===== src/hdl/tlt_pkg.sv =====
// ----------------------------------------------------------------------------
// tlt_pkg
// Shared types and constants of the target lock tracker.
// ----------------------------------------------------------------------------
package tlt_pkg;

    localparam int unsigned CNT_W    = 16;
    localparam int unsigned RAD_W    = 10;
    localparam int unsigned PIX_W    = 11;
    localparam int unsigned OFS_W    = 14;
    localparam int unsigned AGE_W    = 10;
    localparam int unsigned CMD_W    = 3;
    localparam int unsigned MODE_W   = 3;
    localparam int unsigned CFG_IX_W = 3;
    localparam int unsigned CFG_D_W  = 16;
    localparam int unsigned IN_W     = 48;
    localparam int unsigned OUT_W    = 80;

    localparam logic [AGE_W-1:0] TIMEOUT_TICKS = AGE_W'(500);
    localparam logic [AGE_W-1:0] AGE_MAX       = '1;
    localparam logic [CNT_W-1:0] CNT_MAX       = '1;

    localparam logic [CNT_W-1:0] FRAMES_TO_LOCK_RST   = CNT_W'(5);
    localparam logic [CNT_W-1:0] FRAMES_TO_SEARCH_RST = CNT_W'(10);
    localparam logic [CNT_W-1:0] FRAMES_TO_LOST_RST   = CNT_W'(100);
    localparam logic [RAD_W-1:0] DEFAULT_RADIUS_RST   = RAD_W'(10);
    localparam logic [RAD_W-1:0] MAX_RADIUS_RST       = RAD_W'(50);
    localparam logic [RAD_W-1:0] RADIUS_STEP_RST      = RAD_W'(5);
    localparam logic [PIX_W-1:0] FRAME_WIDTH_RST      = PIX_W'(1280);
    localparam logic [PIX_W-1:0] FRAME_HEIGHT_RST     = PIX_W'(720);

    typedef enum logic [MODE_W-1:0] {
        MODE_IDLE      = 3'd0,
        MODE_LOCKING   = 3'd1,
        MODE_TRACKING  = 3'd2,
        MODE_SEARCHING = 3'd3,
        MODE_LOST      = 3'd4
    } mode_t;

    typedef enum logic [CMD_W-1:0] {
        CMD_ACQUIRE   = 3'd0,
        CMD_DETECTION = 3'd1,
        CMD_MISS      = 3'd2,
        CMD_TICK      = 3'd3,
        CMD_SET_MODE  = 3'd4,
        CMD_RESET     = 3'd5
    } cmd_t;

    typedef enum logic [CFG_IX_W-1:0] {
        REG_FRAMES_TO_LOCK   = 3'd0,
        REG_FRAMES_TO_SEARCH = 3'd1,
        REG_FRAMES_TO_LOST   = 3'd2,
        REG_DEFAULT_RADIUS   = 3'd3,
        REG_MAX_RADIUS       = 3'd4,
        REG_RADIUS_STEP      = 3'd5,
        REG_FRAME_WIDTH      = 3'd6,
        REG_FRAME_HEIGHT     = 3'd7
    } cfg_reg_t;

endpackage


===== src/hdl/target_lock_tracker_core.sv =====
// ----------------------------------------------------------------------------
// target_lock_tracker_core
// Target lock mode machine with saturating frame counters and search radius.
// ----------------------------------------------------------------------------
// Each input item is one event (kind on s_tuser) and yields exactly one result
// item, the tracker state after that event. The state update is a single
// combinational pass between the state registers, so one item is taken every
// clock cycle while s_tready is high; a result is registered in the output
// register, or in the skid register while that is held. This two-entry buffer
// lets the slave side keep accepting while a result waits; s_tready drops
// only when both entries are full. Configuration writes take effect at once.
// ----------------------------------------------------------------------------
module target_lock_tracker_core
    import tlt_pkg::*;
(
    input  logic                clk,
    input  logic                rst_n,
    input  logic                cfg_we,
    input  logic [CFG_IX_W-1:0] cfg_index,
    input  logic [CFG_D_W-1:0]  cfg_data,
    input  logic                s_tvalid,
    output logic                s_tready,
    // box_x[10:0], box_y[21:11], box_width[32:22], box_height[43:33],
    // new_mode[46:44], zero[47]
    input  logic [IN_W-1:0]     s_tdata,
    // command[2:0]
    input  logic [CMD_W-1:0]    s_tuser,
    output logic                m_tvalid,
    input  logic                m_tready,
    // mode[2:0], searching_flag[3], target_valid[4], scan_radius[14:5],
    // centre_dx[28:15], centre_dy[42:29], visible_count[58:43],
    // lost_count[74:59], zero[79:75]
    output logic [OUT_W-1:0]    m_tdata
);

    logic [CNT_W-1:0] frames_to_lock_reg, frames_to_search_reg, frames_to_lost_reg;
    logic [RAD_W-1:0] default_radius_reg, max_radius_reg, radius_step_reg;
    logic [PIX_W-1:0] frame_width_reg, frame_height_reg;

    mode_t            mode_reg, mode_next;
    logic [CNT_W-1:0] visible_reg, visible_next;
    logic [CNT_W-1:0] lost_reg, lost_next;
    logic [CNT_W-1:0] phase_reg, phase_next;
    logic [RAD_W-1:0] radius_reg, radius_next;
    logic             searching_reg, searching_next;
    logic             valid_reg, valid_next;
    logic [AGE_W-1:0] age_reg, age_next;
    logic [OFS_W-1:0] centre_dx_reg, centre_dx_next;
    logic [OFS_W-1:0] centre_dy_reg, centre_dy_next;

    logic             out_valid_reg, skid_valid_reg;
    logic [OUT_W-1:0] out_data_reg, skid_data_reg;

    logic [PIX_W-1:0] box_x, box_y, box_w, box_h;
    logic [MODE_W-1:0] new_mode;
    logic             in_fire, out_fire;
    logic [OFS_W-1:0] box_ofs_x, box_ofs_y;
    logic [CNT_W-1:0] visible_inc, lost_inc, age_pad;
    logic [CNT_W:0]   phase_inc;
    logic             wrap;
    logic [RAD_W-1:0] radius_grown;
    logic [RAD_W:0]   radius_sum;
    logic [AGE_W-1:0] age_inc;
    logic [OUT_W-1:0] result;

    assign box_x    = s_tdata[10:0];
    assign box_y    = s_tdata[21:11];
    assign box_w    = s_tdata[32:22];
    assign box_h    = s_tdata[43:33];
    assign new_mode = s_tdata[46:44];

    assign s_tready = !skid_valid_reg;
    assign in_fire  = s_tvalid && s_tready;
    assign out_fire = out_valid_reg && m_tready;
    assign m_tvalid = out_valid_reg;
    assign m_tdata  = out_data_reg;

    always_ff @(posedge clk or negedge rst_n)
    begin
        if (!rst_n)
        begin
            frames_to_lock_reg   <= FRAMES_TO_LOCK_RST;
            frames_to_search_reg <= FRAMES_TO_SEARCH_RST;
            frames_to_lost_reg   <= FRAMES_TO_LOST_RST;
            default_radius_reg   <= DEFAULT_RADIUS_RST;
            max_radius_reg       <= MAX_RADIUS_RST;
            radius_step_reg      <= RADIUS_STEP_RST;
            frame_width_reg      <= FRAME_WIDTH_RST;
            frame_height_reg     <= FRAME_HEIGHT_RST;
        end
        else if (cfg_we)
        begin
            case (cfg_reg_t'(cfg_index))
                REG_FRAMES_TO_LOCK:   frames_to_lock_reg   <= cfg_data;
                REG_FRAMES_TO_SEARCH: frames_to_search_reg <= cfg_data;
                REG_FRAMES_TO_LOST:   frames_to_lost_reg   <= cfg_data;
                REG_DEFAULT_RADIUS:   default_radius_reg   <= cfg_data[RAD_W-1:0];
                REG_MAX_RADIUS:       max_radius_reg       <= cfg_data[RAD_W-1:0];
                REG_RADIUS_STEP:      radius_step_reg      <= cfg_data[RAD_W-1:0];
                REG_FRAME_WIDTH:      frame_width_reg      <= cfg_data[PIX_W-1:0];
                REG_FRAME_HEIGHT:     frame_height_reg     <= cfg_data[PIX_W-1:0];
                default: ;
            endcase
        end
    end

    always_comb
    begin
        box_ofs_x = {box_x, 1'b0} + OFS_W'(box_w) - OFS_W'(frame_width_reg);
        box_ofs_y = {box_y, 1'b0} + OFS_W'(box_h) - OFS_W'(frame_height_reg);
        visible_inc = (visible_reg == CNT_MAX) ? visible_reg : visible_reg + 1'b1;
        lost_inc    = (lost_reg == CNT_MAX) ? lost_reg : lost_reg + 1'b1;
        phase_inc   = {1'b0, phase_reg} + 1'b1;
        wrap        = phase_inc >= {1'b0, frames_to_search_reg};
        age_inc     = (age_reg == AGE_MAX) ? age_reg : age_reg + 1'b1;
        age_pad     = CNT_W'(age_inc);
        radius_sum  = {1'b0, radius_reg} + {1'b0, radius_step_reg};
        if (radius_reg < max_radius_reg)
        begin
            radius_grown = (radius_sum < {1'b0, max_radius_reg}) ?
                           radius_sum[RAD_W-1:0] : max_radius_reg;
        end
        else
        begin
            radius_grown = radius_reg;
        end
    end

    always_comb
    begin
        mode_next      = mode_reg;
        visible_next   = visible_reg;
        lost_next      = lost_reg;
        phase_next     = phase_reg;
        radius_next    = radius_reg;
        searching_next = searching_reg;
        valid_next     = valid_reg;
        age_next       = age_reg;
        centre_dx_next = centre_dx_reg;
        centre_dy_next = centre_dy_reg;
        case (cmd_t'(s_tuser))
            CMD_ACQUIRE:
            begin
                centre_dx_next = box_ofs_x;
                centre_dy_next = box_ofs_y;
                age_next       = '0;
                valid_next     = 1'b1;
                mode_next      = MODE_LOCKING;
                visible_next   = '0;
                lost_next      = '0;
                phase_next     = '0;
                radius_next    = default_radius_reg;
                searching_next = 1'b0;
            end
            CMD_DETECTION:
            begin
                centre_dx_next = box_ofs_x;
                centre_dy_next = box_ofs_y;
                age_next       = '0;
                valid_next     = 1'b1;
                visible_next   = visible_inc;
                lost_next      = '0;
                phase_next     = '0;
                if ((mode_reg == MODE_LOCKING && visible_inc >= frames_to_lock_reg) ||
                    mode_reg == MODE_SEARCHING)
                begin
                    mode_next      = MODE_TRACKING;
                    searching_next = 1'b0;
                    radius_next    = default_radius_reg;
                end
            end
            CMD_MISS:
            begin
                lost_next    = lost_inc;
                visible_next = '0;
                phase_next   = wrap ? '0 : phase_inc[CNT_W-1:0];
                if (mode_reg == MODE_TRACKING || mode_reg == MODE_LOCKING)
                begin
                    if (lost_inc >= frames_to_search_reg)
                    begin
                        mode_next      = MODE_SEARCHING;
                        searching_next = 1'b1;
                        radius_next    = radius_grown;
                    end
                end
                else if (mode_reg == MODE_SEARCHING)
                begin
                    if (wrap && lost_inc >= frames_to_search_reg)
                    begin
                        radius_next = radius_grown;
                    end
                    if (lost_inc >= frames_to_lost_reg)
                    begin
                        mode_next      = MODE_LOST;
                        searching_next = 1'b0;
                    end
                end
            end
            CMD_TICK:
            begin
                age_next = age_inc;
                if (mode_reg != MODE_IDLE && valid_reg &&
                    age_pad > CNT_W'(TIMEOUT_TICKS))
                begin
                    valid_next = 1'b0;
                end
            end
            CMD_SET_MODE:
            begin
                if (new_mode <= MODE_LOST)
                begin
                    mode_next = mode_t'(new_mode);
                end
            end
            CMD_RESET:
            begin
                mode_next      = MODE_IDLE;
                visible_next   = '0;
                lost_next      = '0;
                phase_next     = '0;
                radius_next    = default_radius_reg;
                searching_next = 1'b0;
                valid_next     = 1'b0;
                age_next       = '0;
                centre_dx_next = '0;
                centre_dy_next = '0;
            end
            default: ;
        endcase
    end

    assign result = {5'b0, lost_next, visible_next, centre_dy_next, centre_dx_next,
                     radius_next, valid_next, searching_next, mode_next};

    always_ff @(posedge clk or negedge rst_n)
    begin
        if (!rst_n)
        begin
            mode_reg      <= MODE_IDLE;
            visible_reg   <= '0;
            lost_reg      <= '0;
            phase_reg     <= '0;
            radius_reg    <= DEFAULT_RADIUS_RST;
            searching_reg <= 1'b0;
            valid_reg     <= 1'b0;
            age_reg       <= '0;
            centre_dx_reg <= '0;
            centre_dy_reg <= '0;
        end
        else if (in_fire)
        begin
            mode_reg      <= mode_next;
            visible_reg   <= visible_next;
            lost_reg      <= lost_next;
            phase_reg     <= phase_next;
            radius_reg    <= radius_next;
            searching_reg <= searching_next;
            valid_reg     <= valid_next;
            age_reg       <= age_next;
            centre_dx_reg <= centre_dx_next;
            centre_dy_reg <= centre_dy_next;
        end
    end

    always_ff @(posedge clk or negedge rst_n)
    begin
        if (!rst_n)
        begin
            out_valid_reg  <= 1'b0;
            skid_valid_reg <= 1'b0;
        end
        else
        begin
            if (!out_valid_reg || out_fire)
            begin
                out_valid_reg  <= skid_valid_reg || in_fire;
                skid_valid_reg <= 1'b0;
            end
            else if (in_fire)
            begin
                skid_valid_reg <= 1'b1;
            end
        end
    end

    always_ff @(posedge clk)
    begin
        if (!out_valid_reg || out_fire)
        begin
            out_data_reg <= skid_valid_reg ? skid_data_reg : result;
        end
        if (in_fire && out_valid_reg && !out_fire)
        begin
            skid_data_reg <= result;
        end
    end

endmodule

===== config.mk =====
export PLATFORM = sky130hd
export DESIGN_NAME = target_lock_tracker_core
export DESIGN_NICKNAME = d
export VERILOG_FILES = /design/src/hdl/tlt_pkg.sv /design/src/hdl/target_lock_tracker_core.sv
export SDC_FILE = /design/constraint.sdc
export NUM_CORES = 1
export LEC_CHECK = 0
export ABC_AREA = 1
export BUFFER_PORTS_ARGS = -buffer_cell sky130_fd_sc_hd__buf_2
export CORE_MARGIN = 1.5
export CORE_UTILIZATION = 55
export DETAILED_ROUTE_END_ITERATION = 10
export PLACE_DENSITY = 0.79
export SLEW_MARGIN = 30
export SYNTH_ARGS = -nofsm -noshare
export SYNTH_HDL_FRONTEND = slang
export SYNTH_SLANG_ARGS = --single-unit

===== constraint.sdc =====
create_clock -name clk -period 6.9 [get_ports clk]
set_input_delay 0.69 -clock clk [delete_from_list [all_inputs] [get_ports clk]]
set_output_delay 0.69 -clock clk [all_outputs]
set_load 0.02 [all_outputs]

# --- After elaboration in Yosys (flattened, before gate mapping) ---
# Index checks and enable logic that the tools add are counted.
op_classes:
  n_mux: 36
  n_lt_le_gt_ge: 8
  n_eq_ne: 18
  reduce_logical: 35
  add_sub_neg: 9
ops:
  columns: ["cell", "count"]
  rows:
  - ["16-bit one-hot mux with 2 select lines", 3]
  - ["10-bit two-way mux", 8]
  - ["75-bit two-way mux", 1]
  - ["14-bit one-hot mux with 2 select lines", 2]
  - ["16-bit greater-or-equal comparator", 3]
  - ["16-bit two-way mux", 3]
  - ["16-bit by 1-bit adder with 16-bit output, second input constant", 2]
  - ["16-bit == test, second input constant", 2]
  - ["10-bit one-hot mux with 3 select lines", 1]
  - ["13-bit by 11-bit subtractor with 14-bit output", 2]
  - ["12-bit by 11-bit adder with 13-bit output", 2]
  - ["10-bit one-hot mux with 2 select lines", 1]
  - ["2-bit AND reduction", 10]
  - ["3-bit by 2-bit == test with 1-bit output, second input constant", 6]
  - ["3-bit == test, second input constant", 6]
  - ["3-bit two-way mux", 6]
  - ["16-bit by 1-bit adder with 17-bit output, second input constant", 1]
  - ["17-bit by 16-bit greater-or-equal comparator with 1-bit output", 1]
  - ["3-bit one-hot mux with 5 select lines", 1]
  - ["10-bit by 10-bit adder with 11-bit output", 1]
  - ["11-bit by 10-bit < comparator with 1-bit output", 1]
  - ["10-bit by 1-bit adder with 10-bit output, second input constant", 1]
  - ["10-bit == test, second input constant", 1]
  - ["10-bit by 9-bit > comparator with 1-bit output, second input constant", 1]
  - ["13 further kinds", 40]
totals:
  register_bits: 353
  in_bits: 75
  word_cells: 128
  out_inout_bits: 82

# --- Logic depth before layout (Yosys ltp) ---
# Gate-level depths: netlist of the first run.
logic_depth:
  depth_word: 9
  ltp_mapped: 27
  mapped_depth_nobuf: 27

# --- Worst setup path before layout of the first run ---
# Ideal clock, no wire load.
synth_path:
  path_kind: "input -> register"
  from: "in m_tready"
  to: "reg skid_data_reg[0], enable pin"
  required_ps: 6391
  arrival_time_ps: 5783
  setup_time_ps: 509
  stages: 3
  path_buffers: 0
  setup_slack_ps: 608
  cell_sequence: "inv_1 > nand2_1 > nor2_1"
synth_via:
  elab_chain_cells: 3
synth_rtl:
  columns: ["item", "line_no", "source"]
  rows:
  - ["from (decl)", "target_lock_tracker_core.sv:29", "input logic m_tready,"]
  - ["1-bit logical AND", "target_lock_tracker_core.sv:74", "assign out_fire = out_valid_reg && m_tready;"]
  - ["1-bit logical NOT", "target_lock_tracker_core.sv:292", "if (in_fire && out_valid_reg && !out_fire)"]
  - ["1-bit logical AND", "target_lock_tracker_core.sv:292", null]
  - ["to (signal assigned)", "target_lock_tracker_core.sv:294", "skid_data_reg <= result;"]
  - ["to (decl)", "target_lock_tracker_core.sv:52", "logic [OUT_W-1:0] out_data_reg, skid_data_reg;"]
# Every way passes these cells.
# A chain may end at the register's enable or synchronous reset.

# --- Worst setup path in the final report of the first run ---
layout_path:
  from: "reg lost_reg[2]"
  to: "reg out_data_reg[7] (netlist: m_tdata[7]), data pin"
layout_via:
  elab_chain_cells: 9
  word_cells_on_any_way: 11
  classes_between: "add/sub (1); order compare (1); eq/ne (1); mux (7); reduce/logical (1)"
layout_rtl:
  columns: ["item", "line_no", "source"]
  rows:
  - ["from (decl)", "target_lock_tracker_core.sv:42", "logic [CNT_W-1:0] lost_reg, lost_next;"]
  - ["from (signal assigned)", "target_lock_tracker_core.sv:254", "lost_reg <= lost_next;"]
  - ["16-bit by 1-bit adder with 16-bit output or 16-bit == test (tied branches)", "target_lock_tracker_core.sv:112", "lost_inc = (lost_reg == CNT_MAX) ? lost_reg : lost_reg + 1'b1;"]
  - ["16-bit two-way mux *", "target_lock_tracker_core.sv:112", null]
  - ["16-bit greater-or-equal comparator *", "target_lock_tracker_core.sv:179, target_lock_tracker_core.sv:188", null]
  - ["1-bit logical AND", "target_lock_tracker_core.sv:188", "if (wrap && lost_inc >= frames_to_search_reg)"]
  - ["10-bit two-way mux", "target_lock_tracker_core.sv:188", null]
  - ["10-bit two-way mux", "target_lock_tracker_core.sv:186", "else if (mode_reg == MODE_SEARCHING)"]
  - ["10-bit two-way mux *", "target_lock_tracker_core.sv:177", "if (mode_reg == MODE_TRACKING || mode_reg == MODE_LOCKING)"]
  - ["10-bit one-hot mux with 3 select lines *", "target_lock_tracker_core.sv:141", "case (cmd_t'(s_tuser))"]
  - ["75-bit two-way mux *", "target_lock_tracker_core.sv:290", "out_data_reg <= skid_valid_reg ? skid_data_reg : result;"]
  - ["to (signal assigned)", "target_lock_tracker_core.sv:290", null]
  - ["to (decl)", "target_lock_tracker_core.sv:52", null]
# Every way passes the cells marked *; elsewhere a longest branch is shown, timed or not.

==> summary.md, run 1 <==
| Metric | Value |
|---|---|
| Register area | 0.00961 mm^2 |
| Initial Util | 55.8% |
| Grt ovf | 0 |
| Min-Delay Path Class | input pin to asynchronous set/reset pin |
| Setup TNS | 0 ns |
| Setup Fix Bufs, Post-CTS | 0 |
| Setup violations, final | 0 |
| Max_cap viols | 0 |
| Share of cells above drive strength 1 | 13.4% |
| Fmax | 242 MHz |
| Max Clock Skew | 0.0241 ns |
| Final Max Tran Viols | 0 |
| Register bit count reported by yosys | 353 |
| TritonCTS Buffers | 39 |
| Largest net degree at the start of global routing | 79 |
| Worst EP required | 7.19 ns |
| GPL Wtd Cong | 0.913 |
| Drt first pass iters | 7 |
| Hold_ws | 0.149 ns |
| Syn Inst Count | 2398 |
| Leakage power | 11.3 nW |
| Post-route ant nets | 0 |
| Fillers | 3012 |
| Final min period | 4.14 ns |
| Resize count post-CTS | 0 |
| CTS Hold Buffers Added | 0 |
| Insertion delay to the later sink of the worst-skew pair | 0.56 ns |
| DR iter-0 viols | 1372 |
| Area share of the largest cell type after synthesis | 22.2% |
| HPWL reported at the end of detailed placement | 35.2 mm |
| Routed wire length | 51.4 mm |
| Vias in the first global route | 16200 |
| Max-slew headroom | 37.5% |
| Tot Pwr | 6.92 mW |
| Pwr Density | 301 mW/mm^2 |
| Max Root-Sink Buffers | 3 |
| Top_reg_cell synth | dfrtp_1 |
| CP Max Fanout | 11 |
| DR vias | 16900 |
| Max VDD drop | 164 uV |
| Setup slack, reg-to-reg | 2.76 ns |
| Die W | 195 um |
| GRT Util Overall | 27.2% |
| Clock sinks | 353 |
| Core area | 0.0365 mm^2 |
| Clock transition at path regs | 0.07 ns |
| Area Overhead vs Synth | 12.8% |
| # port buffers | 150 |
| Post-synth top area cell | dfrtp_1 |
| Yosys warnings | 0 |
| Die H | 195 um |
| Vias per cell | 5.58 |
| Tcrit/Tclk final | 60.0% |
| Placed Cells | 2958 |
| Non-Filler Instances | 3031 |
| Cell variety after synth | 57 |
| # nets final | 2753 |
| Antenna violations before repair | 2 |
| CTS tree | yes |
| Synth area leaders | dfrtp_1, edfxtp_1, nand2_1, ha_1, inv_1 |
| Crit path kind | flip-flop to flip-flop |
| Post-synth ARST share | 57.5% |
| Netlist Area Pre-Place | 0.0204 mm^2 |
| Sequential share of the synthesized area | 47.2% |
| EDFF count, synth | 150 |
| Arrival time worst endpoint | 4.43 ns |
| WL per Instance | 17.0 um |
| Worst setup SP type | flip-flop |
| Most frequent cells in the layout | nand2_1, inv_1, o21ai_0, dfrtp_1, edfxtp_1 |
| Mean post-synth cell area | 8.49 um^2 |
| Root Driver | clkbuf_16 |
| Multi-input logic area | 0.00907 mm^2 |
| Run status | finished clean |
| H-tree depth | 2 |
| Slew @ Worst Pin | 0.936 ns |
| Commonest non-fill, non-tap cell in the layout | nand2_1 |
| Die area | 0.0382 mm^2 |
| Setup crit end kind | flip-flop |
| I/O pins | 157 |
| DRC viols | 0 |
| Fin. Hold Viols | 0 |
| First-pass GRT wire length | 83.0 mm |
| Std-Cell Rows | 70 |
| RSZ-0062 raised after global routing | false |
layout make-up:
| type | instances | area share, % |
|---|---|---|
| diodes | 2 | 0.0218 |
| clock buffers | 56 | 4.98 |
| clock inverters | 15 | 1.13 |
| inverters | 372 | 6.08 |
| multi-input cells | 1600 | 39.5 |
| flip-flops and latches | 353 | 41.8 |
| well taps | 468 | 2.55 |
| repair buffers | 165 | 3.92 |
cell usage after synthesis, drive strengths merged (5+ instances only):
cell type	instances
nor3	28
fa	23
clkbuf	56
or2	5
a32o	6
nand3	82
a31oi	11
xnor2	6
nor2	129
nand4	20
a21boi	13
edfxtp	150
o22ai	47
o211ai	9
a21oi	109
nand2	686
buf	21
ha	124
nor4	8
o21ai	229
xor2	34
o32ai	11
dfstp	22
dfrtp	181
inv	369
power breakdown:
part           internal [mW]  total [mW]  switching [mW]
clock network           1.42        2.30           0.884
logic                  0.654        1.90            1.25
registers               2.54        2.71           0.169
total                   4.62        6.92            2.30
metal layers:
| layer | track usage [%] | wire [um] | vias up |
|---|---|---|---|
| met5 | 0 | 12 | - |
| met3 | 4.08 | 3450 | 136 |
| met1 | 36.3 | 22100 | 8036 |
| met4 | 10.8 | 1990 | 2 |
| li1 | - | - | 8106 |
| met2 | 44.8 | 23800 | 644 |
cells by family (layout without fill, tap and decap cells):
logic type,after synthesis,after routing,share of synthesized area (%)
flops,353,353,47.2
compound gates,446,446,12.5
xor+xnor,40,40,1.87
simple gates,961,961,20.0
buf+inv,449,608,8.50
other cells,1,7,0.0184
fa+ha+maj,147,147,9.88
mux,1,1,0.0491
critical path, stage by stage (launching register included):
cell and delay [ns]:
dfrtp_1 0.40, inv_2 0.07, nor3_4 0.28, nand3_2 0.12
nor3_2 0.20, inv_2 0.05, nor3_2 0.18, nand3_1 0.12
xor2_1 0.17, nand2_2 0.10, ha_1 0.31, nand2_1 0.07
inv_1 0.05, nand3_1 0.09, nor3_1 0.25, nand3_1 0.11
nand3_1 0.25, nand2_1 0.14, nand2_2 0.25, nand2_2 0.16
nand2_1 0.09, nand2_1 0.07, nand2_1 0.11, nand2_1 0.07
nand3_1 0.06, nand2_1 0.08
through the flow:
step / worst slack [ns] / area [um^2] / utilization (%)
after floorplan: 0.608 / 20400 / -
after global placement: 2.54 / 21500 / 58.9
after detailed placement: 2.83 / 21600 / 59.0
after CTS: 2.80 / 23000 / 62.9
after global routing: 2.41 / 23000 / 62.9
final: 2.76 / 23000 / 62.9
final timing paths:
path	endpoint	from	cells after the start
max	m_tdata[7]	lost_reg[2]	25
min	phase_reg[13]	rst_n	1
max reg2reg	m_tdata[7]	lost_reg[2]	25
min reg2reg	max_radius_reg[6]	max_radius_reg[6]	2
max in group asynchronous	centre_dy_reg[2]	rst_n	2
min in group clk	m_tvalid	s_tvalid	3
No activity file was read; power rests on OpenSTA's default activity.
==> run 2: changes to the inputs <==
==> constraint.sdc (replaced) <==
create_clock -name clk -period 4.2 [get_ports clk]
set_input_delay 0.42 -clock clk [delete_from_list [all_inputs] [get_ports clk]]
set_output_delay 0.42 -clock clk [all_outputs]
set_load 0.02 [all_outputs]
==> summary.md, run 2 (synthesis gave the netlist of run 1 again) <==
| Metric | Value |
|---|---|
| Clock sinks | 353 (unchanged) |
| Max_cap viols | 0 (unchanged) |
| Setup crit end kind | flip-flop (unchanged) |
| CTS tree | yes (unchanged) |
| I/O pins | 157 (unchanged) |
| Pwr Density | 479 mW/mm^2 (was 301 mW/mm^2) |
| Setup slack, reg-to-reg | 0.33 ns (was 2.76 ns) |
| Setup TNS | 0 ns (unchanged) |
| Area Overhead vs Synth | 12.5% (was 12.8%) |
| Most frequent cells in the layout | nand2_1, inv_1, o21ai_0, dfrtp_1, edfxtp_1 (unchanged) |
| Max Root-Sink Buffers | 3 (unchanged) |
| WL per Instance | 16.5 um (was 17.0 um) |
| DR vias | 16800 (was 16900) |
| Drt first pass iters | 5 (was 7) |
| Root Driver | clkbuf_16 (unchanged) |
| Initial Util | 55.8% (unchanged) |
| Crit path from | lost_reg[0] (was lost_reg[2]) |
| Antenna violations before repair | 1 (was 2) |
| Non-Filler Instances | 3038 (was 3031) |
| Final worst setup slack | 0.326 ns (was 2.76 ns) |
| Final Max Tran Viols | 0 (unchanged) |
| Clock transition at path regs | 0.06 ns (was 0.07 ns) |
| Grt ovf | 0 (unchanged) |
| DRC viols | 0 (unchanged) |
| Insertion delay to the later sink of the worst-skew pair | 0.55 ns (was 0.56 ns) |
| Fin. Hold Viols | 0 (unchanged) |
| Vias per cell | 5.52 (was 5.58) |
| Setup WS pre-CTS | 0.218 ns (was 2.83 ns) |
| DR iter-0 viols | 1502 (was 1372) |
| Die H | 195 um (unchanged) |
| First-pass GRT wire length | 83.1 mm (was 83.0 mm) |
| Fillers | 2961 (was 3012) |
| Setup violations, final | 0 (unchanged) |
| Reg-to-Reg End | m_tdata[11] (was m_tdata[7]) |
| Vias in the first global route | 16600 (was 16200) |
| Worst EP required | 4.48 ns (was 7.19 ns) |
| GRT Util Overall | 26.9% (was 27.2%) |
| Post-layout util | 62.7% (was 62.9%) |
| Max VDD drop | 287 uV (was 164 uV) |
| Max Clock Skew | 0.0279 ns (was 0.0241 ns) |
| Crit path kind | flip-flop to flip-flop (unchanged) |
| Tcrit/Tclk final | 92.2% (was 60.0%) |
| Hold EP | m_tvalid |
| Core area | 0.0365 mm^2 (unchanged) |
| CP Max Fanout | 11 (unchanged) |
| Hold Path Stages | 3 |
| Std-Cell Rows | 70 (unchanged) |
| GPL Wtd Cong | 0.946 (was 0.913) |
| # nets final | 2759 (was 2753) |
| R2r worst-path depth | 24 (was 25) |
| Slew @ Worst Pin | 0.918 ns (was 0.936 ns) |
| Commonest non-fill, non-tap cell in the layout | nand2_1 (unchanged) |
| TritonCTS Buffers | 39 (unchanged) |
| Max-slew headroom | 38.6% (was 37.5%) |
| Min-Delay Path Class | input pin to flip-flop (was input pin to asynchronous set/reset pin) |
| Worst setup SP type | flip-flop (unchanged) |
| Placed Cells | 2962 (was 2958) |
| Leakage power | 11.3 nW (about the same) |
| Die area | 0.0382 mm^2 (unchanged) |
| R2r startpoint | lost_reg[0] (was lost_reg[2]) |
| Fmax | 258 MHz (was 242 MHz) |
| Worst hold start | s_tvalid |
| Arrival time worst endpoint | 4.15 ns (was 4.43 ns) |
| Die W | 195 um (unchanged) |
| Post-route ant nets | 0 (unchanged) |
| HPWL reported at the end of detailed placement | 35.6 mm (was 35.2 mm) |
| # port buffers | 150 (unchanged) |
| H-tree depth | 2 (unchanged) |
| Share of cells above drive strength 1 | 13.7% (was 13.4%) |
| Run status | finished clean (unchanged) |
| Largest net degree at the start of global routing | 95 (was 79) |
| Final min period | 3.87 ns (was 4.14 ns) |
| Routed wire length | 50.2 mm (was 51.4 mm) |
| Tot Pwr | 11.0 mW (was 6.92 mW) |
==> run 2: worst max path at each step <==
| stage | end | slack [ns] | cells past startpoint |
|---|---|---|---|
| finish | m_tdata[11] | 0.33 | 24 |
| global route | m_tdata[10] | -0.01 | 24 |
| CTS | m_tdata[11] | 0.18 | 25 |
| detailed placement | m_tdata[11] | 0.22 | 25 |
| global placement | m_tdata[11] | 0.32 | 25 |
| floorplan | skid_data_reg[0] | 0.25 | 2 |
==> run 2: per-layer routing <==
metal,track usage [%],share of wire [%],routed length [um]
met1,36.4,43,21700
met4,9.96,3.1,1540
met3,3.80,6.9,3480
met2,44.4,47,23500
met5,0,0,0
==> run 2: per-stage QoR <==
| step | area (um^2) | hold slack [ns] |
|---|---|---|
| finish | 22900 | 0.122 |
| global route | 22900 | 0.152 |
| CTS | 22900 | 0.113 |
| detailed placement | 21600 | 0.466 |
| global placement | 21600 | 0.464 |
| floorplan | 20400 | 0.124 |
==> run 2: repair_timing <==
| item | 4_1_cts | 5_1_grt |
|---|---|---|
| hold endpoints to repair | 19 | 0 |
| setup endpoints to repair | 0 | 25 |
| resized for setup | 0 | 7 |
| hold buffers | 1 | 0 |
| setup buffers | 0 | 1 |
==> run 2: layout make-up <==
cell class,instances,area (um^2),share of cell area (%)
Sequential cell,353,9610,42.0
Multi-Input combinational cell,1600,9110,39.7
Inverter,372,1400,6.09
Clock buffer,56,1120,4.90
Timing Repair Buffer,171,932,4.07
Tap cell,468,586,2.56
Clock inverter,16,153,0.666
Antenna cell,2,5.00,0.0218
==> run 2: where the power goes <==
part	switching [mW]	internal, mW
Combinational	2.03	1.08
Sequential	0.276	4.18
Clock	1.41	2.00
==> run 2: worst max-delay path: stages (launching register included) <==
cell and delay, ns:
dfrtp_1 0.37, ha_1 0.21, nand3_1 0.15, inv_1 0.12, nand3_1 0.13, nor2_2 0.20
nand4_2 0.20, nand4_1 0.14, xor2_1 0.42, ha_1 0.21, nand2_1 0.05, nor2_1 0.13
nand2_1 0.07, o211ai_1 0.10, nand2_1 0.09, nand3_2 0.13, nand2_1 0.14, nand2_4 0.18
nand2_2 0.13, nand2_1 0.09, nand2_1 0.05, nand2_1 0.09, nand2_1 0.06, nand3_1 0.06
nand2_1 0.09
